<file path="src/design/kmst_pkg.sv">
// kmst_pkg: shared types and constants for the Kruskal spanning tree unit.
// No dependencies.
package kmst_pkg;
  localparam int MaxVertices = 64;
  localparam int VidW        = 6;
  localparam int MaxEdges    = 256;
  localparam int CntW        = 9;
  localparam int WeightW     = 16;
  localparam int SumW        = 22;
  localparam int KeyW        = WeightW + 2 * VidW;
  localparam int VcW         = 7;

  // sort key: weight with inverted sign bit, then source, then destination
  typedef logic [KeyW-1:0] key_t;

  typedef struct packed {
    logic ins;
    logic shift;
  } sort_ctrl_t;

  typedef struct packed {
    logic            en;
    logic            clear;
    logic [VidW-1:0] from;
    logic [VidW-1:0] to;
  } merge_t;
endpackage

</file>
<file path="src/design/kmst_sort_cell.sv">
// kmst_sort_cell: one slot of the systolic insertion sorter.
// Depends on kmst_pkg.
module kmst_sort_cell import kmst_pkg::*; (
  input  logic       clk_i,
  input  logic       rst_ni,
  input  sort_ctrl_t ctrl_i,
  input  key_t       new_key_i,
  input  key_t       left_key_i,
  input  logic       left_valid_i,
  input  logic       left_gt_i,
  input  key_t       right_key_i,
  input  logic       right_valid_i,
  output key_t       key_o,
  output logic       valid_o,
  output logic       gt_o
);
  key_t key_q, key_d;
  logic valid_q, valid_d;

  assign gt_o    = !valid_q || (new_key_i < key_q);
  assign key_o   = key_q;
  assign valid_o = valid_q;

  always_comb begin
    key_d   = key_q;
    valid_d = valid_q;
    if (ctrl_i.shift) begin
      key_d   = right_key_i;
      valid_d = right_valid_i;
    end else if (ctrl_i.ins && gt_o) begin
      if (left_gt_i) begin
        key_d   = left_key_i;
        valid_d = left_valid_i;
      end else begin
        key_d   = new_key_i;
        valid_d = 1'b1;
      end
    end
  end

  always_ff @(posedge clk_i or negedge rst_ni) begin
    if (!rst_ni) begin
      valid_q <= 1'b0;
    end else begin
      valid_q <= valid_d;
    end
  end

  always_ff @(posedge clk_i) begin
    key_q <= key_d;
  end
endmodule

</file>
<file path="config.mk">
export PLATFORM = sky130hd
export DESIGN_NAME = kmst_sort_cell
export DESIGN_NICKNAME = d
export VERILOG_FILES = /design/src/design/kmst_pkg.sv /design/src/design/kmst_sort_cell.sv
export SDC_FILE = /design/constraint.sdc
export NUM_CORES = 1
export LEC_CHECK = 0
export BUFFER_PORTS_ARGS = -buffer_cell sky130_fd_sc_hd__buf_2
export CELL_PAD_IN_SITES_DETAIL_PLACEMENT = 0
export CELL_PAD_IN_SITES_GLOBAL_PLACEMENT = 1
export CORE_UTILIZATION = 32
export DETAILED_ROUTE_END_ITERATION = 10
export GPL_TIMING_DRIVEN = 0
export HOLD_SLACK_MARGIN = 0.1
export PLACE_DENSITY_LB_ADDON = 0.3
export SETUP_SLACK_MARGIN = 0.02
export SYNTH_ARGS = -nofsm -noshare
export SYNTH_HDL_FRONTEND = slang
export SYNTH_SLANG_ARGS = --single-unit
</file>
<file path="constraint.sdc">
create_clock -name clk_i -period 3.2 [get_ports clk_i]
set_input_delay 0.16 -clock clk_i [delete_from_list [all_inputs] [get_ports clk_i]]
set_output_delay 0.16 -clock clk_i [all_outputs]
set_load 0.02 [all_outputs]
</file>
======== Word level (Yosys, flattened, before mapping) ========
Cells that the tools add are included.
operators by class
  $lt $le $gt $ge ......................... 1
  mux-type cells .......................... 6
  reductions and logical operators ........ 4
operators with widths
  operator             count
  2-to-1 mux 28 bit    3
  < comparator 28 bit  1
  2-to-1 mux 1 bit     3
  nonzero test 2 bit   1
  logical AND 1 bit    1
  zero test 1 bit      1
  logical OR 1 bit     1
storage, ports and cells
  register bits ........................... 29
  bits of input ports ..................... 91
  output and inout bits ................... 30
  word-level logic and storage cells ...... 13

======== Depth between registers and ports, before layout ========
Gate-level depths: netlist of the first run.
  word-level depth ........................ 5
  gate-level depth with buffers ........... 8
  gate-level depth less buffers ........... 8

======== Worst setup path before layout of the first run ========
Ideal clock, no wire load.
  kind .................................... reg-to-reg
  start point ............................. reg key_q[9], in the netlist key_o[9]
  end point ............................... reg key_q[0], in the netlist key_o[0], enable pin
  setup time .............................. 0.369 ns
  arrival ................................. 2.242 ns
  required time ........................... 2.831 ns
  path slack .............................. 0.590 ns
  cell stages (with the launch flop) ...... 9
  buffers on the path ..................... 0
  clock period less this slack ............ 2.610 ns
  cells stage by stage .................... edfxtp_1 > inv_1 > ha_1 > a21o_1 > a21o_1 > a2111oi_4 > o41ai_1 > a31oi_1 > o22a_2
between the ends
  word-level cells in the longest chain between the ends .. 4
RTL lines
  element                              RTL line              source
  start: declaration                   kmst_sort_cell.sv:17  key_t key_q, key_d;
  start signal: assignment             kmst_sort_cell.sv:50  key_q <= key_d;
  < comparator 28 bit                  kmst_sort_cell.sv:20  assign gt_o = !valid_q || (new_key_i < key_q);
  logical OR 1 bit                     kmst_sort_cell.sv:20
  logical AND 1 bit                    kmst_sort_cell.sv:30  end else if (ctrl_i.ins && gt_o) begin
  nonzero test 2 bit (no source line)  --
No other way between the ends.
A chain may end at the register's enable or synchronous reset.

======== Worst setup path in the final report of the first run ========
  start point ............................. reg key_q[9], in the netlist key_o[9]
  end point ............................... reg key_q[16], in the netlist key_o[16], enable pin
The elaborated chain is that of the path after synthesis.

==> results.txt, run 1 <==
- The startpoint identified for the worst register-to-register timing path is key_o[9]$_DFFE_PP_.
- In this run the vertical extent of the chip is 84.4 um.
- Placeable core region: 6460 sq um
- Clk slew on worst S/H paths: 0.07 ns
* Number of antenna diodes: 0
* Share of post-route cells with drive strength above 1: 36.4%
- Routed via count: 2015
- Root buffer cell: sky130_fd_sc_hd__clkbuf_8
* Slew at the pin with the worst max-slew slack: 0.753 ns
- Sw frac: 33.3%
- The worst hold path begins at right_key_i[0].
- Post-Route Skew: 0.00422 ns
- Sequential cell area: 866 sq um
- Hold/Removal Path Class: input pin to register
* Critical-path cell with the highest stage delay: sky130_fd_sc_hd__o22a_2
- Routed wire length on met3: 375 um
- The setup path with the least slack is of type register to register.
* Portion of total power attributed to the clock network: 24.9%
* Reported net switching power: 0.399 mW
* CTS buffer count: 5
* Mean instance size in the synthesized netlist: 9.62 sq um
* Setup repair after global routing missed its margin: false
- In the final routing, the length of wire on met1 measures 2.62 mm.
* Detail Route met2 WL: 2.76 mm
* Sinks on the clock net: 29
* Detailed-route DRC error count: 14
* Via density per instance: 4.68
- Once the clock tree was built, the resizer swapped 0 gates to a different size.
* Area contributors post-synth: sky130_fd_sc_hd__edfxtp_1, sky130_fd_sc_hd__ha_1, sky130_fd_sc_hd__mux2i_1
- Period utilization: 92.1%
- Number of global-route vias before repair: 2029
- Gr ovfl total: 0
- The worst-case IR drop observed on VDD is 186 uV.
- Count of final max-slew check failures: 0
- Final hold analysis gives a worst-case slack of 0.158 ns.
- For this block, the initial DRC count from the detailed router was 66.
* Final worst setup slack: 0.252 ns
- The pre-antenna-repair detailed-routing pass consisted of 7 iterations.
* Total I/O pin count: 121
- Post-DRT Antenna Nets: 0
- Tot GR Track Use: 17.0%
* Nature of the critical path startpoint: register
- Post-detail-place hpwl: 4.46 mm
- Wires add up to 5.80 mm.
- Hold-fix buffer count after cts: 1
* Longest individual stage delay on the worst path: 0.73 ns
- The synthesized design spends more area on one cell type than any other, namely sky130_fd_sc_hd__edfxtp_1.
- Die X: 84.4 um
* FF+latch count, synth: 29
* Starting utilization of the core area: 33.7%
* Number of warnings printed during yosys synthesis: 0
- Pin count of the biggest net entering global routing: 29
- Routability-driven placement finished with a final weighted congestion of 0.736.
* Number of setup buffers added after CTS: 0
- Wire length of the first global-routing pass: 9.41 mm
* Comb power frac: 33.5%
- In this run the worst path has a maximum fanout of 28.
- Synthesis produced a netlist with a net count of 344.
- For the worst setup path, the data arrival time is 2.86 ns.
* Setup-failing EPs final: 0
- Filler Cells Inserted: 680
- Post-synth top area share: 38.7%
* H-tree levels: 2
- The total count of hold-check failures in the final report came to 0.
* Number of distinct library cell variants in the gate-level netlist after synthesis: 27
- In this run the deepest clock path goes through 2 buffers.
- The synthesized netlist occupies a cell area of 2170 sq um.
- Latest clock arrival within the worst-skew pair: 0.28 ns
- The number of antenna violations at the first check in global routing is 0.
- Average wire per standard cell: 13.5 um
- STA classifies the critical path endpoint as a register.
- Relative to the synthesized area, the layout overhead comes to 36.0%.
- After synthesis, flip-flops and latches occupy 39.8% of the total area.
- Power per standard cell area: 405 nW/um^2
- For the final routed database, the setup TNS stands at 0 ns.
- Portion of total power attributed to sequential cells: 41.6%
* Maxcap violations: 0
* Critical Path, Cell by Cell: inv_1 -> ha_1 -> a21o_1 -> a21o_1 -> a2111oi_4 -> o41ai_1 -> a31oi_1 -> o22a_2
- Slew headroom: 49.8%
* Final #Nets: 471
- Dominant cell type by count on the critical path: sky130_fd_sc_hd__a21o_1
* Crit path launch: key_o[9]$_DFFE_PP_
- Clock tree from TritonCTS: yes
- Summing all multi-input logic gate instances after layout gives 1160 sq um.
* Leakage power: 1.54 nW
- STA puts the critical path data required time at 3.11 ns.
* Failing checks: design-rule violations
- The floorplan step defined a die boundary enclosing 7130 sq um.
- Buffers placed on the I/O ports in this run total 119.
* Core Rows: 29
- Derived from the worst setup path, the maximum achievable clock frequency is 339 MHz.
* Worst slack, placed: 0.258 ns
- Internal: 0.800 mW
* Result of the run: finished with violations
* Period minus WS final: 2.95 ns
* Highest signal layer in the routed design: met4
- The cell count after synthesis came out at 226.
==> through the flow <==
step,util (%),power (mW),instance area (sq um),cells
6_report,45.8,1.20,2960,431
5_1_grt,45.8,1.28,2960,431
4_1_cts,45.8,1.22,2960,431
3_5_place_dp,44.4,0.912,2870,422
3_3_place_gp,44.4,0.906,2870,422
2_1_floorplan,-,0.753,2170,226
==> cells by family (layout without fill, tap and decap cells) <==
group                    count (synthesis)  count (layout)  share of synthesized area [%]
flip-flops                              29              29                           39.8
AO/OA/AOI/OAI                           54              54                           15.2
buffers and inverters                   39             167                           6.90
multiplexers                            28              28                           12.9
AND/OR/NAND/NOR                         49              49                           9.67
adder cells (fa/ha/maj)                 27              27                           15.5
==> Yosys cell counts <==
library cell,number
sky130_fd_sc_hd__nor3b_1,1
sky130_fd_sc_hd__a41oi_1,1
sky130_fd_sc_hd__nor3_1,2
sky130_fd_sc_hd__a21o_1,2
sky130_fd_sc_hd__buf_2,3
sky130_fd_sc_hd__nand2_1,34
sky130_fd_sc_hd__a31oi_1,1
sky130_fd_sc_hd__ha_1,27
sky130_fd_sc_hd__a21oi_1,9
sky130_fd_sc_hd__o21ai_0,32
sky130_fd_sc_hd__o21a_1,1
sky130_fd_sc_hd__clkbuf_1,7
sky130_fd_sc_hd__nor2_1,4
sky130_fd_sc_hd__edfxtp_1,28
sky130_fd_sc_hd__inv_1,29
sky130_fd_sc_hd__dfrtp_1,1
sky130_fd_sc_hd__o41ai_1,1
sky130_fd_sc_hd__a211oi_1,1
sky130_fd_sc_hd__o211ai_1,1
sky130_fd_sc_hd__o22a_2,1
sky130_fd_sc_hd__mux2i_1,28
sky130_fd_sc_hd__a221oi_1,1
sky130_fd_sc_hd__nor2b_1,1
sky130_fd_sc_hd__a2111oi_4,1
sky130_fd_sc_hd__a211o_1,2
sky130_fd_sc_hd__nand2b_1,3
sky130_fd_sc_hd__nand4_1,4
==> critical path, delay by kind of cell, from the launching register on <==
kind | cells | cell delay, ns
adders and majority gates | 1 | 0.23
buffers and inverters | 1 | 0.07
DFF | 1 | 0.38
AOI/OAI and AO/OA | 6 | 1.89
==> worst paths after layout <==
check / slack (ns) / to / depth (start not counted)
worst max-delay path: 0.25 / key_o[16]$_DFFE_PP_ / 8
worst min-delay path: 0.16 / key_o[0]$_DFFE_PP_ / 3
worst max register to register: 0.25 / key_o[16]$_DFFE_PP_ / 8
worst min register to register: 0.73 / valid_o$_DFFE_PN0P_ / 3
max in group asynchronous: 2.92 / valid_o$_DFFE_PN0P_ / 2
min in group asynchronous: 0.19 / valid_o$_DFFE_PN0P_ / 2
==> per-layer routing <==
layer,global-route usage [%],up-vias
li1,-,1054
met1,21.5,885
met2,29.1,72
met3,3.93,4
met4,4.62,0
met5,0,-
==> registers in the layout (all words and copies together), names as in the netlist <==
| signal | flops |
|---|---|
| key_o | 28 |
| valid_o | 1 |
==> power by group through the flow <==
stage	logic, mW	registers [mW]	clock network, mW
after floorplan	0.185	0.567	0
after global placement	0.400	0.506	0
after detailed placement	0.405	0.508	0
after CTS	0.409	0.500	0.309
after global routing	0.455	0.507	0.321
final	0.401	0.499	0.298
==> area by class of cell <==
| type | count | area share [%] |
|---|---|---|
| plain buffers | 10 | 1.40 |
| inverters | 29 | 3.68 |
| multi-input cells | 158 | 39.2 |
| well taps | 77 | 3.26 |
| flip-flops and latches | 29 | 29.3 |
| repair buffers | 120 | 20.5 |
| clock buffers | 8 | 2.71 |
==> cells in the final DEF, fill, tap and decap left out, types with 2 or more instances in the layout <==
cell	Yosys	final
sky130_fd_sc_hd__o21ai_0	32	32
sky130_fd_sc_hd__nor3_1	2	2
sky130_fd_sc_hd__nand2_1	34	34
sky130_fd_sc_hd__ha_1	27	27
sky130_fd_sc_hd__mux2i_1	28	28
sky130_fd_sc_hd__a211o_1	2	2
sky130_fd_sc_hd__buf_2	3	122
sky130_fd_sc_hd__edfxtp_1	28	28
sky130_fd_sc_hd__nand2b_1	3	3
sky130_fd_sc_hd__a21oi_1	9	9
sky130_fd_sc_hd__inv_1	29	29
sky130_fd_sc_hd__clkbuf_1	7	10
sky130_fd_sc_hd__nand4_1	4	4
sky130_fd_sc_hd__nor2_1	4	4
sky130_fd_sc_hd__clkbuf_8	0	5
sky130_fd_sc_hd__a21o_1	2	2
Note: power is estimated with default switching activity, not from simulation.
==> run 2, diff against run 1 <==
--- a/config.mk
+++ b/config.mk
@@ -13,6 +13,7 @@
 export GPL_TIMING_DRIVEN = 0
 export HOLD_SLACK_MARGIN = 0.1
 export PLACE_DENSITY_LB_ADDON = 0.3
+export REMOVE_ABC_BUFFERS = 1
 export SETUP_SLACK_MARGIN = 0.02
 export SYNTH_ARGS = -nofsm -noshare
 export SYNTH_HDL_FRONTEND = slang
==> run 2 against run 1 <==
  * The flow still finishes with violations (design-rule violations)
  * Design area fell by 1.2%
  * Utilization down 0.56 points
  * Cell count decreased by 2.1%
  * Critical path type unchanged
  * Largest power group unchanged
==> results.txt, run 2 (synthesis results as in run 1) <==
* Critical Path, Cell by Cell: inv_1 -> ha_1 -> a21o_1 -> a21o_1 -> a2111oi_4 -> o41ai_1 -> a31oi_1 -> o22a_2
- Area growth from synthesis to layout: 34.3%
- Slew headroom: 40.7%
- Hold/Removal Path Class: input pin to register
- In the routed layout, each cell is associated on average with a via count of 4.65.
- The die covers 7130 sq um.
- Post-Route Skew: 0.00958 ns
* Crit path launch: key_o[9]$_DFFE_PP_
- TritonCTS built the clock tree.
* Period minus WS final: 2.84 ns
- The first routing iteration left 56 violations.
* Count of final max-slew check failures: 0
- Clock-pin slew was measured on the worst setup and hold paths at 0.07 ns.
- Gr ovfl total: 0
- The floorplan step set the die height to 84.4 um.
* Maximum achievable frequency: 353 MHz
* CP endpoint kind: register
* Setup Total Neg Slack: 0 ns
- The clock reaches the later pin of the worst-skew pair after 0.28 ns.
- Final Util: 45.2%
- Placeable core region: 6460 sq um
* Sinks on the clock net: 29
* Number of antenna violations at the first check in global routing: 0
* Class of the most critical setup path: register to register
* Maxcap violations: 0
- Pin count of the biggest net entering global routing: 61
- Across every metal layer, demand over resource in global routing totals 15.5%.
* Root buffer cell: sky130_fd_sc_hd__clkbuf_8
- At the end of the flow, the number of nets in the layout was 462.
- Final WL: 5.18 mm
* Post-DRT Antenna Nets: 0
* Period utilization: 88.6%
* Cell depth of the worst hold path: 3
- OpenSTA, run right after detailed placement, puts the worst setup slack at 0.358 ns.
* Die X: 84.4 um
- 121 I/O pins were placed.
- Setup-failing EPs final: 0
* Number of global-route vias before repair: 1951
- Setup repair after global routing missed its margin: false
- 0 antenna diodes ended up in the layout.
- Before antenna repair, the detailed router went through 7 iterations.
- The clock passes through at most 2 buffers.
- VDD sags by at most 241 uV.
- The checks that failed: design-rule violations.
* Max reg flops: 28
* Sequential cell area: 866 sq um
* Nature of the critical path startpoint: register
- The H-tree generated during clock tree synthesis spans 2 levels.
- CTS buffer count: 5
- Routed via count: 1961
- Dividing total power by cell area gives a power density of 404 nW/um^2.
- Longest individual stage delay on the worst path: 0.67 ns
* Most frequent cells in the layout: sky130_fd_sc_hd__buf_2, sky130_fd_sc_hd__nand2_1, sky130_fd_sc_hd__o21ai_0
- Filler Cells Inserted: 673
* Worst reg-to-reg path cell count: 8
- For the pin with the worst max-slew slack, the measured transition is 0.889 ns.
- By instance count, the cell type seen most on the critical path is sky130_fd_sc_hd__a21o_1.
- In the routed design, unresolved DRC markers number 14.
* Arrival @ worst endpoint: 2.74 ns
- The worst register-to-register path begins at key_o[9]$_DFFE_PP_.
* Crit Path Max Fanout: 28
- Hold path startpoint: right_key_i[10]
- Final hold analysis gives a worst-case slack of 0.155 ns.
- At the end of routability-driven placement, the weighted congestion stood at 0.714.
- Port buffering added 120 buffers.
- The run finished, with violations left.
* Final worst setup slack: 0.363 ns
- Starting utilization of the core area: 33.7%
* Critical path required time: 3.10 ns
- The slowest stage of the critical path is the sky130_fd_sc_hd__o22a_2 cell.
- Wire length of the first global-routing pass: 8.60 mm
- Post-detail-place hpwl: 4.06 mm
- After detailed routing, the average wire length per cell comes to 12.3 um.
* Hold violation count in the final report: 0
* Leakage power: 1.52 nW
- Share of post-route cells with drive strength above 1: 36.8%
- In the final layout, the multi-input gates occupy 1160 sq um.
- Core Rows: 29
- Most common cell after layout, fill and taps aside: sky130_fd_sc_hd__buf_2
run 2: cell count changes in the layout (fill, tap and decap cells not counted), sizes merged:
cell,change
clkbuf,-7
buf,-2
run 2: worst paths after layout:
kind                                        to  slack (ns)
hold / removal             key_o[10]$_DFFE_PP_        0.16
setup reg to reg            key_o[4]$_DFFE_PP_        0.36
max in group asynchronous  valid_o$_DFFE_PN0P_        2.91
setup / recovery            key_o[4]$_DFFE_PP_        0.36
min in group asynchronous  valid_o$_DFFE_PN0P_        0.20
hold reg to reg            valid_o$_DFFE_PN0P_        0.72
run 2: metrics by stage:
| stage | cells | area (sq um) | power [mW] |
|---|---|---|---|
| finish | 422 | 2920 | 1.18 |
| global route | 422 | 2920 | 1.27 |
| CTS | 422 | 2920 | 1.21 |
| detailed placement | 413 | 2830 | 0.907 |
| global placement | 413 | 2830 | 0.899 |
| floorplan | 216 | 2130 | 0.737 |
run 2: metal layers:
metal  wire, um  vias to the layer above  track usage [%]
met4         23                        0             4.62
met1       2270                      847             17.8
met2       2470                       74             27.7
met3        416                        2             4.62
li1           -                     1038                -
met5          0                        -                0
run 2: timing repair:
| item | in CTS | in global routing |
|---|---|---|
| resized for setup | 0 | 0 |
| hold endpoints to repair | 1 | 0 |
| hold buffers | 1 | 0 |
| buffers inserted | 0 | 0 |
run 2: layout make-up:
type	instances	area share [%]
Tap cell	77	3.30
Clock buffer	8	2.74
Multi-Input combinational cell	158	39.7
Timing Repair Buffer	121	20.9
Inverter	29	3.73
Sequential cell	29	29.6
run 2: worst max-delay path: cells and delay by family, from the launching register on:
kind / cells / cell delay [ns]
flops: 1 / 0.38
buf+inv: 1 / 0.07
fa+ha+maj: 1 / 0.23
compound gates: 6 / 1.77
run 2: power by group:
group | leakage (nW) | switching (mW) | internal, mW
combinational | 1.18 | 0.225 | 0.165
sequential | 0.296 | 0.0221 | 0.479
clock | 0.0395 | 0.134 | 0.154
total | 1.52 | 0.381 | 0.798
