File: src/design/kmst_pkg.sv
// kmst_pkg: shared types and constants for the Kruskal spanning tree unit.
// No dependencies.
package kmst_pkg;
  localparam int MaxVertices = 64;
  localparam int VidW        = 6;
  localparam int MaxEdges    = 256;
  localparam int CntW        = 9;
  localparam int WeightW     = 16;
  localparam int SumW        = 22;
  localparam int KeyW        = WeightW + 2 * VidW;
  localparam int VcW         = 7;

  // sort key: weight with inverted sign bit, then source, then destination
  typedef logic [KeyW-1:0] key_t;

  typedef struct packed {
    logic ins;
    logic shift;
  } sort_ctrl_t;

  typedef struct packed {
    logic            en;
    logic            clear;
    logic [VidW-1:0] from;
    logic [VidW-1:0] to;
  } merge_t;
endpackage

File: src/design/kmst_vertex_cell.sv
// kmst_vertex_cell: component label of one vertex for set membership.
// Depends on kmst_pkg.
module kmst_vertex_cell import kmst_pkg::*; (
  input  logic            clk_i,
  input  logic            rst_ni,
  input  logic [VidW-1:0] idx_i,
  input  logic [VidW-1:0] src_i,
  input  logic [VidW-1:0] dst_i,
  input  merge_t          merge_i,
  output logic [VidW-1:0] src_lab_o,
  output logic [VidW-1:0] dst_lab_o
);
  logic [VidW-1:0] lab_q;
  logic            ok_q;
  logic [VidW-1:0] lab;

  assign lab       = ok_q ? lab_q : idx_i;
  assign src_lab_o = (src_i == idx_i) ? lab : '0;
  assign dst_lab_o = (dst_i == idx_i) ? lab : '0;

  always_ff @(posedge clk_i or negedge rst_ni) begin
    if (!rst_ni) begin
      ok_q <= 1'b0;
    end else if (merge_i.clear) begin
      ok_q <= 1'b0;
    end else if (merge_i.en && lab == merge_i.from) begin
      ok_q <= 1'b1;
    end
  end

  always_ff @(posedge clk_i) begin
    if (!merge_i.clear && merge_i.en && lab == merge_i.from) begin
      lab_q <= merge_i.to;
    end
  end
endmodule

File: config.mk
export PLATFORM = sky130hd
export DESIGN_NAME = kmst_vertex_cell
export DESIGN_NICKNAME = d
export VERILOG_FILES = /design/src/design/kmst_pkg.sv /design/src/design/kmst_vertex_cell.sv
export SDC_FILE = /design/constraint.sdc
export NUM_CORES = 1
export LEC_CHECK = 0
export BUFFER_PORTS_ARGS = -buffer_cell sky130_fd_sc_hd__buf_2
export CORE_MARGIN = 10
export CORE_UTILIZATION = 38
export CTS_BUF_LIST = sky130_fd_sc_hd__clkbuf_4
export DETAILED_ROUTE_END_ITERATION = 12
export PLACE_DENSITY = 0.8
export SYNTH_ARGS = -nofsm -noshare
export SYNTH_HDL_FRONTEND = slang
export SYNTH_SLANG_ARGS = --single-unit
export TNS_END_PERCENT = 100
File: constraint.sdc
create_clock -name clk_i -period 2.7 [get_ports clk_i]
set_input_delay 0.405 -clock clk_i [delete_from_list [all_inputs] [get_ports clk_i]]
set_output_delay 0.405 -clock clk_i [all_outputs]
set_load 0.03 [all_outputs]
* Word-level counts from Yosys, hierarchy flattened *
Cells that the tools add are included.

cells by class
  reduce and logical (&&, ||, !) cells = 5
  mux-type cells = 5
  equal/unequal tests = 3

operator list
  kind                count
  == test 6 bit       3
  two-way mux 6 bit   3
  logical AND 1 bit   3
  two-way mux 1 bit   2
  nonzero test 2 bit  1
  logical NOT 1 bit   1

storage, ports and cells
  logic and storage cells = 15
  input port bits = 34
  register bits after elaboration = 7
  output and inout port bits = 12

* Longest topological paths before layout *
Gate-level depths: netlist of run 1.

  word-level depth = 5
  depth in mapped cells = 5
  depth with buffers taken out = 4

* Worst setup path after synthesis of run 1 *
OpenSTA, ideal clock, no wires.

  path type = register to register
  start point = register ok_q
  end point = register lab_q[0] (enable)
  period minus slack after synthesis = 1.883 ns
  library setup time = 0.377 ns
  path buffers = 1
  data arrival time = 1.507 ns
  path slack = 0.817 ns
  required time = 2.323 ns
  stages on the path, launching flop included = 6
  cell sequence = dfrtp_1 > buf_6 > mux2i_1 > xor2_1 > nand4_1 > nor3_1

on the way
  longest elaborated chain between the ends = 3

ends and longest elaborated chain
  item                    line                    RTL
  start, declared         kmst_vertex_cell.sv:14  logic ok_q;
  start signal, assigned  kmst_vertex_cell.sv:23  ok_q <= 1'b0;
  start signal, assigned  kmst_vertex_cell.sv:25  ok_q <= 1'b0;
  start signal, assigned  kmst_vertex_cell.sv:27  ok_q <= 1'b1;
  two-way mux 6 bit       kmst_vertex_cell.sv:17  assign lab = ok_q ? lab_q : idx_i;
  == test 6 bit           kmst_vertex_cell.sv:32  if (!merge_i.clear && merge_i.en && lab == merge_i.from) begin
  logical AND 1 bit       kmst_vertex_cell.sv:32
  end signal, assigned    kmst_vertex_cell.sv:33  lab_q <= merge_i.to;
  end, declared           kmst_vertex_cell.sv:13  logic [VidW-1:0] lab_q;

No other way between the ends.
A chain may end at the register's enable or synchronous reset.

* Final worst setup path of run 1 *
  start point = input port idx_i[0]
  end point = output port dst_lab_o[0]

on the way
  longest elaborated chain between the ends = 2
  elaborated cells between the ends (all ways) = 3
  classes of those cells = 1 x eq/ne; 2 x mux

ends and longest elaborated chain
  item                                                       line                                            RTL
  start, declared                                            kmst_vertex_cell.sv:6                           input logic [VidW-1:0] idx_i,
  == test 6 bit / two-way mux 6 bit (equally long branches)  kmst_vertex_cell.sv:19, kmst_vertex_cell.sv:17
  two-way mux 6 bit (*)                                      kmst_vertex_cell.sv:19                          assign dst_lab_o = (dst_i == idx_i) ? lab : '0;
  end, declared                                              kmst_vertex_cell.sv:11                          output logic [VidW-1:0] dst_lab_o

Mark *: on every way between the ends. The rest lies on a longest branch, timed or not.

==> qor.txt, run 1 <==
FF-to-FF setup slack -> 800 ps
number of instances in the synthesized netlist -> 54
total met3 wirelength after detailed routing -> 123 µm
cell chosen for the clock root -> sky130_fd_sc_hd__clkbuf_4
largest buffer count on any clock path -> 2
cell type with the largest total area after synthesis -> sky130_fd_sc_hd__edfxtp_1
Max Cap Violations -> 0
sequential area share after synthesis -> 37.8%
average wire per cell in the routed design -> 15.5 µm
final layout net count -> 139
initial core utilization -> 41.2%
Final Total Pwr -> 299 µW
Post-CTS Setup Inserts -> 0
final antenna diode count -> 0
kind of end point of the critical path -> output pin
Die Wd -> 57.8 µm
area share of the largest cell type after synthesis -> 33.2%
first-pass GRT wire length -> 2900 µm
crit path launch type -> input pin
Final Cycle Share -> 75.9%
clock tree from TritonCTS -> done
global route overflow -> 0
number of fillers in the final layout -> 120
Cell Chain, Critical Path -> buf_2 > xor2_1 > nor4_1 > nand3_1 > nor2_1 > buf_2
RSZ-0062 raised after global routing -> no
DRC -> 0
CTS-repair resized insts -> 0
GPL Wtd Cong -> 0.738
net count of the mapped netlist -> 88
signal arrival time at the worst endpoint -> 1640 ps
final setup skew -> 11.7 ps
Post-Layout Inst Area -> 823 µm²
fraction of synthesized cell area in xor and xnor cells -> 29.0%
via-per-instance ratio -> 4.89
Compound-Gate Fraction of Synth Area -> 3.00%
post-synthesis share of cell area spent on full adders, half adders and majority gates -> 0%
total count of hold-check failures in the final report -> 0
worst r2r dst -> lab_q[0]$_DFFE_PP_
clock edge transition at the registers on the reported setup and hold paths -> 60 ps
most common cell type on the critical path -> sky130_fd_sc_hd__buf_2
Hold/Removal Path Class -> in2reg
dominant cells by area after synthesis -> sky130_fd_sc_hd__edfxtp_1 (33%), sky130_fd_sc_hd__xor2_1 (21%), sky130_fd_sc_hd__mux2i_1 (11%), sky130_fd_sc_hd__nor2_1 (8.3%), sky130_fd_sc_hd__xnor2_1 (8.1%)
highest fanout seen on the critical path -> 6
total negative slack for setup checks -> 0 ps
total clock buffers created by CTS -> 3
Slowest Stage Delay on Critical Path -> 330 ps
mux share of post-synthesis cell area -> 11.1%
antenna violation net count after detailed routing -> 0
First-pass DRT Iterations -> 4
DP Area -> 783 µm²
total power per unit cell area -> 364 nW/µm²
Slowest-stage cell, CP -> sky130_fd_sc_hd__nor4_1
synthesized area per cell -> 10.1 µm²
Iteration-0 DRC Markers -> 6
launch point of the worst reg-to-reg path -> ok_q$_DFFE_PN0P_
Routed met1 length -> 779 µm
relative max-transition margin -> 76.0%
Worst Setup EP -> dst_lab_o[0]
Peak supply drop -> 0.196 mV
Global Route Usage Sum -> 10.7%
Max Used Layer -> met4
Routed Wire Length -> 1840 µm
Worst Reg2Reg Path Length in Cells -> 5
final setup violation count -> 0
synth unique cells -> 15
largest net degree at the start of global routing -> 8
share of cells above drive strength 1 -> 49.0%
Sink Count -> 7
via count of the first global-routing pass -> 658
simple logic cell fraction of the synthesized area -> 16.4%
CTS Hold Buffers Added -> 1
clock latency on the worst-skew pair -> 250 ps
leakage -> 0.400 nW
count of input and output buffers -> 45
Pins Over Slew Limit -> 0
Worst Path Class, Setup -> in2out
Critical path origin -> idx_i[0]
Worst-Margin Slew -> 350 ps
area of the core -> 1320 µm²
post-synthesis instance area -> 543 µm²
area added between synthesis and finish -> 51.6%
IO Pins -> 46
total length of routed met2 wires -> 920 µm
combinational family with the most area after synthesis -> XOR/XNOR gates
floorplan die area -> 3340 µm²
flop and latch count out of synthesis -> 7
CP Data Required Time -> 2300 ps
CTS H-Tree Depth -> 1
maximum frequency from static timing analysis -> 488 MHz
total number of vias -> 582
number of rows created at floorplan -> 13
status -> completed
Die Y -> 57.8 µm
Period minus WS final -> 2050 ps
number of antenna violations at the first check in global routing -> 0
number of synthesis warnings -> 0
[cell type report]
cell class	count	area (µm²)	area share (%)
multi-input combinational	45	323	39.2
timing repair buffer	47	243	29.5
sequential	7	205	24.9
clock buffer	4	30.0	3.65
tap	15	18.8	2.28
inverter	1	3.75	0.456
[metrics by stage]
stage	instances	utilization [%]	hold WS [ps]	setup WS, ps
final	119	62.5	321	650
after global routing	119	62.5	326	569
after CTS	119	62.5	321	648
after detailed placement	114	59.4	186	645
after global placement	114	59.4	181	664
after floorplan	54	-	109	817
[how the worst min path moves through the flow]
stage | from | endpoint | slack, ps | cells after the start
3_3_place_gp | rst_ni | ok_q$_DFFE_PN0P_ | 180 | 1
6_report | merge_i[2] | lab_q[2]$_DFFE_PP_ | 320 | 1
5_1_grt | merge_i[2] | lab_q[2]$_DFFE_PP_ | 330 | 1
3_5_place_dp | rst_ni | ok_q$_DFFE_PN0P_ | 190 | 1
4_1_cts | merge_i[2] | lab_q[2]$_DFFE_PP_ | 320 | 1
2_1_floorplan | rst_ni | ok_q$_DFFE_PN0P_ | 110 | 0
[sequential cells by signal, summed over array words and instances, names as in the netlist]
| register | cells |
|---|---|
| lab_q | 6 |
| ok_q | 1 |
[where the power goes]
part           switching (mW)  total [mW]  internal, mW
logic                  0.0370      0.0737        0.0367
registers            0.000667       0.119         0.118
clock network          0.0403       0.107        0.0665
total                  0.0780       0.299         0.221
[worst max-delay path, delay by kind of cell]
family | cells | cell delay [ps]
XOR/XNOR | 1 | 150
buffers and inverters | 2 | 330
AND/OR/NAND/NOR | 3 | 750
[cell usage in the layout, fill, tap and decap left out, drive strengths merged, types with 2 or more instances in the layout]
cell and instances:
clkbuf 4, xor2 13, xnor2 5, mux2i 6
nor2 12, nor4 2, buf 46, nand3 2
edfxtp 6
[routing by layer]
metal	track usage, %	vias up
met5	0	-
met4	5.03	0
met3	2.61	6
met2	19.2	33
met1	11.4	258
li1	-	285
[cells by family (layout without fill, tap and decap cells)]
kind of cell | count (synthesis) | in the layout
buffers and inverters | 2 | 52
AOI/OAI and AO/OA | 1 | 1
DFF | 7 | 7
muxes | 6 | 6
and+or+nand+nor | 20 | 20
xor gates and xnor gates | 18 | 18
[cell usage after synthesis, drive strengths merged]
cell and instances:
buf 1, dfrtp 1, edfxtp 6, inv 1, mux2i 6, nand2 1, nand3 2, nand4 1
nor2 12, nor2b 1, nor3 1, nor4 2, o32ai 1, xnor2 5, xor2 13
(Power assumes the default switching activity.)
==> run 2: changes to the inputs <==
clock period = 2 ns   (was 2.7 ns; I/O delays follow)
==> run 2 against run 1 <==
  * Largest power group unchanged
  * Routed wire length down 2.2%
  * Die area unchanged
  * Clock skew fell by 7.0 ps
  * Core utilization unchanged
  * First-iteration DRC count up 17%
  * Global-route usage shrank 0.30 points
  * Sequential cell count stayed put
  * Highest routed layer unchanged
  * Critical path depth down 1
  * Sequential power is 34% higher
  * Via count fell by 5.2%
==> qor.txt, run 2 (same netlist as run 1, synthesis figures left out) <==
area of the core -> 1320 µm² (unchanged)
sum of net half-perimeters after detailed placement -> 1570 µm
global route overflow -> 0 (unchanged)
RSZ-0062 raised after global routing -> no
Final Cycle Share -> 96.9%
number of fillers in the final layout -> 119 (-0.83%)
antenna violation net count after detailed routing -> 0 (unchanged)
Iteration-0 DRC Markers -> 7 (+1)
crit path launch type -> flip-flop
CTS H-Tree Depth -> 1 (unchanged)
Period minus WS final -> 1940 ps
Post-Layout Inst Area -> 823 µm² (unchanged)
via count of the first global-routing pass -> 670 (+1.8%)
leakage -> 0.400 nW (unchanged)
area added between synthesis and finish -> 51.6% (unchanged)
final setup skew -> 4.78 ps (-6.97 ps)
largest net degree at the start of global routing -> 8 (unchanged)
First-pass DRT Iterations -> 2 (-2)
Pins Over Slew Limit -> 0 (unchanged)
DRC -> 0 (unchanged)
Sink Count -> 7 (unchanged)
Net Sw Power -> 99.7 µW (+28%)
flip-flop count of the largest register after layout -> 6 (unchanged)
total negative slack for setup checks -> 0 ps (unchanged)
combinational group share of total power -> 24.5% (about the same)
DP Area -> 783 µm² (unchanged)
average wire per cell in the routed design -> 15.2 µm (-2.2%)
CP Data Required Time -> 1960 ps (-340 ps)
top flop regs -> lab_q: 6 flops, ok_q: 1 flops
Worst-Margin Slew -> 352 ps (+1.96 ps)
share of cells above drive strength 1 -> 49.0% (unchanged)
relative max-transition margin -> 75.8% (-0.13 points)
kind of end point of the critical path -> flip-flop
count of input and output buffers -> 45 (unchanged)
total power per unit cell area -> 484 nW/µm² (+33%)
Post-CTS Setup Inserts -> 0 (unchanged)
cell chosen for the clock root -> sky130_fd_sc_hd__clkbuf_4
CTS-repair resized insts -> 0 (unchanged)
Routed Wire Length -> 1800 µm (-2.2%)
worst setup slack before clock tree synthesis -> 65.8 ps (-579 ps)
Die Wd -> 57.8 µm (unchanged)
Global Route Usage Sum -> 10.4% (-0.30 points)
first-pass GRT wire length -> 2880 µm (-0.93%)
total number of vias -> 552 (-5.2%)
number of rows created at floorplan -> 13 (unchanged)
signal arrival time at the worst endpoint -> 1890 ps (+250 ps)
Max Cap Violations -> 0 (unchanged)
final setup violation count -> 0 (unchanged)
GPL Wtd Cong -> 0.731 (-0.83%)
final layout net count -> 139 (unchanged)
largest buffer count on any clock path -> 2 (unchanged)
floorplan die area -> 3340 µm² (unchanged)
largest register by flop count -> lab_q
clock latency on the worst-skew pair -> 250 ps (about the same)
total count of hold-check failures in the final report -> 0 (unchanged)
Hold/Removal Path Class -> in2reg
total internal power -> 299 µW (+35%)
number of antenna violations at the first check in global routing -> 0 (unchanged)
total clock buffers created by CTS -> 3 (unchanged)
highest fanout seen on the critical path -> 7 (+1)
highest-count cells in the layout ignoring fill and taps -> sky130_fd_sc_hd__buf_2 (45), sky130_fd_sc_hd__xor2_1 (13), sky130_fd_sc_hd__nor2_1 (12)
status -> completed
PnR worst setup slack -> 62.9 ps (-587 ps)
most common cell after layout, fill and taps aside -> sky130_fd_sc_hd__buf_2
clock edge transition at the registers on the reported setup and hold paths -> 50 ps (about the same)
Die Y -> 57.8 µm (unchanged)
switching share of total power -> 25.0% (-1.0 points)
Flop pwr share -> 40.3% (+0.6 points)
Peak supply drop -> 0.355 mV (+81%)
CTS Hold Buffers Added -> 1 (unchanged)
part of the power in the clock network -> 35.2% (-0.5 points)
Worst Path Class, Setup -> reg2reg
clock tree from TritonCTS -> done
initial core utilization -> 41.2% (unchanged)
via-per-instance ratio -> 4.64 (-5.2%)
final antenna diode count -> 0 (unchanged)
IO Pins -> 46 (unchanged)
maximum frequency from static timing analysis -> 516 MHz
## run 2: cell type report
class | count | area (µm²) | share of cell area (%)
repair buffers | 47 | 243 | 29.5
flip-flops and latches | 7 | 205 | 24.9
clock buffers | 4 | 30.0 | 3.65
multi-input cells | 45 | 323 | 39.2
inverters | 1 | 3.75 | 0.456
well taps | 15 | 18.8 | 2.28
## run 2: layer usage
metal / GRT usage, % / share of wire (%) / vias up
met5: 0 / 0 / -
met2: 18.6 / 50 / 25
li1: - / - / 283
met4: 4.03 / 0.72 / 0
met3: 5.01 / 9.6 / 2
met1: 10.1 / 40 / 242
## run 2: worst max-delay path, cell delays in order, from the launching register on
cell and delay (ps):
sky130_fd_sc_hd__dfrtp_1 560, sky130_fd_sc_hd__mux2i_1 390, sky130_fd_sc_hd__xor2_1 210, sky130_fd_sc_hd__nand4_1 150
sky130_fd_sc_hd__nor3_1 150, sky130_fd_sc_hd__buf_4 180
## run 2: power groups by stage
| stage | clock network, mW | logic [mW] | registers, mW |
|---|---|---|---|
| 2_1_floorplan | 0 | 0.0484 | 0.163 |
| 3_3_place_gp | 0 | 0.0948 | 0.163 |
| 3_5_place_dp | 0 | 0.0963 | 0.163 |
| 4_1_cts | 0.145 | 0.0984 | 0.160 |
| 5_1_grt | 0.154 | 0.107 | 0.160 |
| 6_report | 0.140 | 0.0976 | 0.160 |
## run 2: through the flow
stage | hold slack [ps] | utilization (%) | power [mW] | std cells
finish | 224 | 62.5 | 0.398 | 119
global route | 215 | 62.5 | 0.421 | 119
CTS | 216 | 62.5 | 0.404 | 119
detailed placement | 78.1 | 59.4 | 0.260 | 114
global placement | 76.5 | 59.4 | 0.258 | 114
floorplan | 4.41 | - | 0.211 | 54
## run 2: final timing paths
path	startpoint	endpoint	slack, ps	cells past startpoint
min in group asynchronous	rst_ni	ok_q$_DFFE_PN0P_	350	2
worst min register to register	ok_q$_DFFE_PN0P_	ok_q$_DFFE_PN0P_	740	2
worst min-delay path	merge_i[2]	lab_q[2]$_DFFE_PP_	220	1
worst max register to register	ok_q$_DFFE_PN0P_	lab_q[3]$_DFFE_PP_	60	5
worst max-delay path	ok_q$_DFFE_PN0P_	lab_q[3]$_DFFE_PP_	60	5
max in group asynchronous	rst_ni	ok_q$_DFFE_PN0P_	1560	2
==> run 3: changes to the inputs <==
ABC_AREA = 1   (was not set)
CORE_UTILIZATION = 43   (was 38)
PLACE_DENSITY = 0.82   (was 0.8)
==> run 3 against run 2 <==
  * Clock skew decreased by 1.1 ps
  * Global-route usage rose by 0.85 points
  * Largest cell class unchanged
  * Worst hold slack improved by 2.4 ps
  * Largest power group unchanged
  * Cell area grew 19%
  * Critical path depth up 1
  * Maximum frequency is 15% higher
  * Total power is 3.6% higher
  * Sequential power about the same
==> qor.txt, run 3 <==
sum of net half-perimeters after detailed placement -> 1740 µm (+11%)
cell type with the largest total area after synthesis -> sky130_fd_sc_hd__edfxtp_1
signal arrival time at the worst endpoint -> 1380 ps (-510 ps)
highest fanout seen on the critical path -> 8 (+1)
cell chosen for the clock root -> sky130_fd_sc_hd__clkbuf_4
dominant cells by area after synthesis -> sky130_fd_sc_hd__edfxtp_1 (26%), sky130_fd_sc_hd__nand2_1 (18%), sky130_fd_sc_hd__inv_1 (12%), sky130_fd_sc_hd__nor2_1 (12%), sky130_fd_sc_hd__xor2_1 (10%)
area share of the largest cell type after synthesis -> 26.0% (-7.1 points)
average wire per cell in the routed design -> 10.7 µm (-29%)
Hold/Removal Path Class -> in2reg
Final Total Pwr -> 413 µW (+3.6%)
area of the core -> 1510 µm² (+14%)
number of enable-type register cells in the synthesized netlist -> 6 (unchanged)
worst slack on hold paths -> 227 ps (+2.39 ps)
total negative slack for setup checks -> 0 ps (unchanged)
number of fillers in the final layout -> 162 (+36%)
Global Route Usage Sum -> 11.3% (+0.85 points)
First-pass DRT Iterations -> 4 (+2)
most used standard cell by instance count after synthesis -> sky130_fd_sc_hd__nand2_1
antenna violation net count after detailed routing -> 0 (unchanged)
largest buffer count on any clock path -> 2 (unchanged)
global route overflow -> 0 (unchanged)
post-synthesis instance area -> 692 µm² (+27%)
largest net degree at the start of global routing -> 11 (+3)
DRC -> 0 (unchanged)
net count of the mapped netlist -> 149 (+69%)
Finished Core Util -> 64.9% (+2.4 points)
worst setup slack before clock tree synthesis -> 344 ps (+278 ps)
final setup skew -> 3.63 ps (-1.15 ps)
clock edge transition at the registers on the reported setup and hold paths -> 50 ps (about the same)
commonest register cell after synthesis -> sky130_fd_sc_hd__edfxtp_1
Period minus WS final -> 1680 ps (-252 ps)
Placed Cells -> 176 (+54%)
IO Pins -> 46 (unchanged)
Post-CTS Setup Inserts -> 0 (unchanged)
Commonest cells post-synth -> sky130_fd_sc_hd__nand2_1 (34), sky130_fd_sc_hd__inv_1 (23), sky130_fd_sc_hd__nor2_1 (22)
top flop regs -> lab_q: 6 flops, ok_q: 1 flops
clock latency on the worst-skew pair -> 250 ps (about the same)
flip-flop count of the largest register after layout -> 6 (unchanged)
crit path launch type -> flip-flop
number of antenna violations at the first check in global routing -> 0 (unchanged)
flop and latch count out of synthesis -> 7 (unchanged)
Max Cap Violations -> 0 (unchanged)
number of rows created at floorplan -> 14 (+1)
relative max-transition margin -> 82.2% (+6.4 points)
total number of vias -> 820 (+49%)
count of input and output buffers -> 45 (unchanged)
Worst Reg2Reg Path Length in Cells -> 9 (+4)
number of instances in the synthesized netlist -> 115 (+110%)
Die Y -> 60.1 µm (+4.0%)
RSZ-0062 raised after global routing -> no
Peak supply drop -> 0.340 mV (-4.1%)
kind of end point of the critical path -> output pin
final layout net count -> 200 (+44%)
Iteration-0 DRC Markers -> 15 (+8)
synth unique cells -> 17 (+2)
DP Area -> 937 µm² (+20%)
clock tree from TritonCTS -> done
Die Wd -> 60.1 µm (+4.0%)
count of non-filler cells in the finished layout -> 181 (+52%)
final setup violation count -> 0 (unchanged)
proportion of register bits with asynchronous set or reset after synthesis -> 14.3% (unchanged)
Final Cycle Share -> 84.2% (-13 points)
Post-Layout Inst Area -> 977 µm² (+19%)
number of synthesis warnings -> 0 (unchanged)
via-per-instance ratio -> 4.53 (-2.3%)
leakage -> 0.624 nW (+56%)
floorplan die area -> 3610 µm² (+8.2%)
CTS H-Tree Depth -> 1 (unchanged)
largest register by flop count -> lab_q
Sink Count -> 7 (unchanged)
CP Data Required Time -> 1700 ps (-260 ps)
via count of the first global-routing pass -> 750 (+12%)
total power per unit cell area -> 423 nW/µm² (-13%)
total clock buffers created by CTS -> 3 (unchanged)
maximum frequency from static timing analysis -> 594 MHz (+15%)
most common cell after layout, fill and taps aside -> sky130_fd_sc_hd__buf_2
Hold Path Depth -> 1 (unchanged)
final antenna diode count -> 0 (unchanged)
Pins Over Slew Limit -> 0 (unchanged)
CTS Hold Buffers Added -> 1 (unchanged)
status -> completed
CTS-repair resized insts -> 0 (unchanged)
area added between synthesis and finish -> 41.2%
total count of hold-check failures in the final report -> 0 (unchanged)
Worst Path Class, Setup -> reg2out
highest-count cells in the layout ignoring fill and taps -> sky130_fd_sc_hd__buf_2 (45), sky130_fd_sc_hd__nand2_1 (34), sky130_fd_sc_hd__inv_1 (23)
Worst-Margin Slew -> 266 ps (-86.5 ps)
initial core utilization -> 45.9% (+4.7 points)
Routed Wire Length -> 1940 µm (+7.6%)
FF-to-FF setup slack -> 450 ps (+390 ps)
synthesized area per cell -> 6.02 µm² (-40%)
first-pass GRT wire length -> 3220 µm (+12%)
GPL Wtd Cong -> 0.745 (+1.8%)
share of cells above drive strength 1 -> 32.1% (-17 points)
sequential area share after synthesis -> 29.7% (-8.1 points)
PnR worst setup slack -> 315 ps (+252 ps)
[run 3: changes by cell type in the layout (fill, tap and decap cells not counted), moves of 2 or more]
cell,change
sky130_fd_sc_hd__nand2_1,+33
sky130_fd_sc_hd__inv_1,+22
sky130_fd_sc_hd__nor2_1,+10
sky130_fd_sc_hd__nand3_1,+7
sky130_fd_sc_hd__mux2i_1,-6
sky130_fd_sc_hd__xnor2_1,-5
sky130_fd_sc_hd__xor2_1,-5
sky130_fd_sc_hd__nor3_1,+2
sky130_fd_sc_hd__nor4_1,-2
[run 3: layer usage]
| metal | track usage [%] | up-vias | wire [µm] |
|---|---|---|---|
| met5 | 0 | - | 0 |
| met4 | 4.81 | 0 | 29 |
| met3 | 5.30 | 3 | 259 |
| met2 | 17.4 | 39 | 806 |
| met1 | 12.9 | 335 | 845 |
| li1 | - | 443 | - |
[run 3: layout make-up]
cell class	instances	area, µm²	share of cell area (%)
Clock buffer	4	30.0	3.07
Inverter	24	90.1	9.22
Multi-Input combinational cell	83	389	39.8
Sequential cell	7	205	21.0
Tap cell	16	20.0	2.05
Timing Repair Buffer	47	243	24.8
[run 3: critical path, stage by stage, from the launching register on]
cell and delay (ps):
sky130_fd_sc_hd__dfrtp_1 380, sky130_fd_sc_hd__inv_1 190, sky130_fd_sc_hd__nand2_1 120, sky130_fd_sc_hd__nand2_1 90, sky130_fd_sc_hd__inv_1 50, sky130_fd_sc_hd__nor2_1 90, sky130_fd_sc_hd__buf_2 210
[run 3: worst paths after layout]
| path | startpoint | end |
|---|---|---|
| setup / recovery | ok_q$_DFFE_PN0P_ | src_lab_o[1] |
| hold / removal | merge_i[0] | lab_q[0]$_DFFE_PP_ |
| setup reg to reg | ok_q$_DFFE_PN0P_ | lab_q[5]$_DFFE_PP_ |
| hold reg to reg | ok_q$_DFFE_PN0P_ | ok_q$_DFFE_PN0P_ |
| max in group asynchronous | rst_ni | ok_q$_DFFE_PN0P_ |
| min in group asynchronous | rst_ni | ok_q$_DFFE_PN0P_ |
[run 3: cell families after synthesis]
| family | after synthesis | synth area share (%) |
|---|---|---|
| AND/OR/NAND/NOR | 72 | 43.4 |
| buffers and inverters | 25 | 14.1 |
| XOR/XNOR | 8 | 10.1 |
| flip-flops | 7 | 29.7 |
| AO/OA/AOI/OAI | 3 | 2.71 |
[run 3: report_power, final]
part	internal, mW	switching (mW)	leakage [nW]	total [mW]
Sequential	0.160	0.000432	0.0679	0.161
Clock	0.0893	0.0469	0.0184	0.136
Combinational	0.0532	0.0628	0.537	0.116
Total	0.303	0.110	0.624	0.413
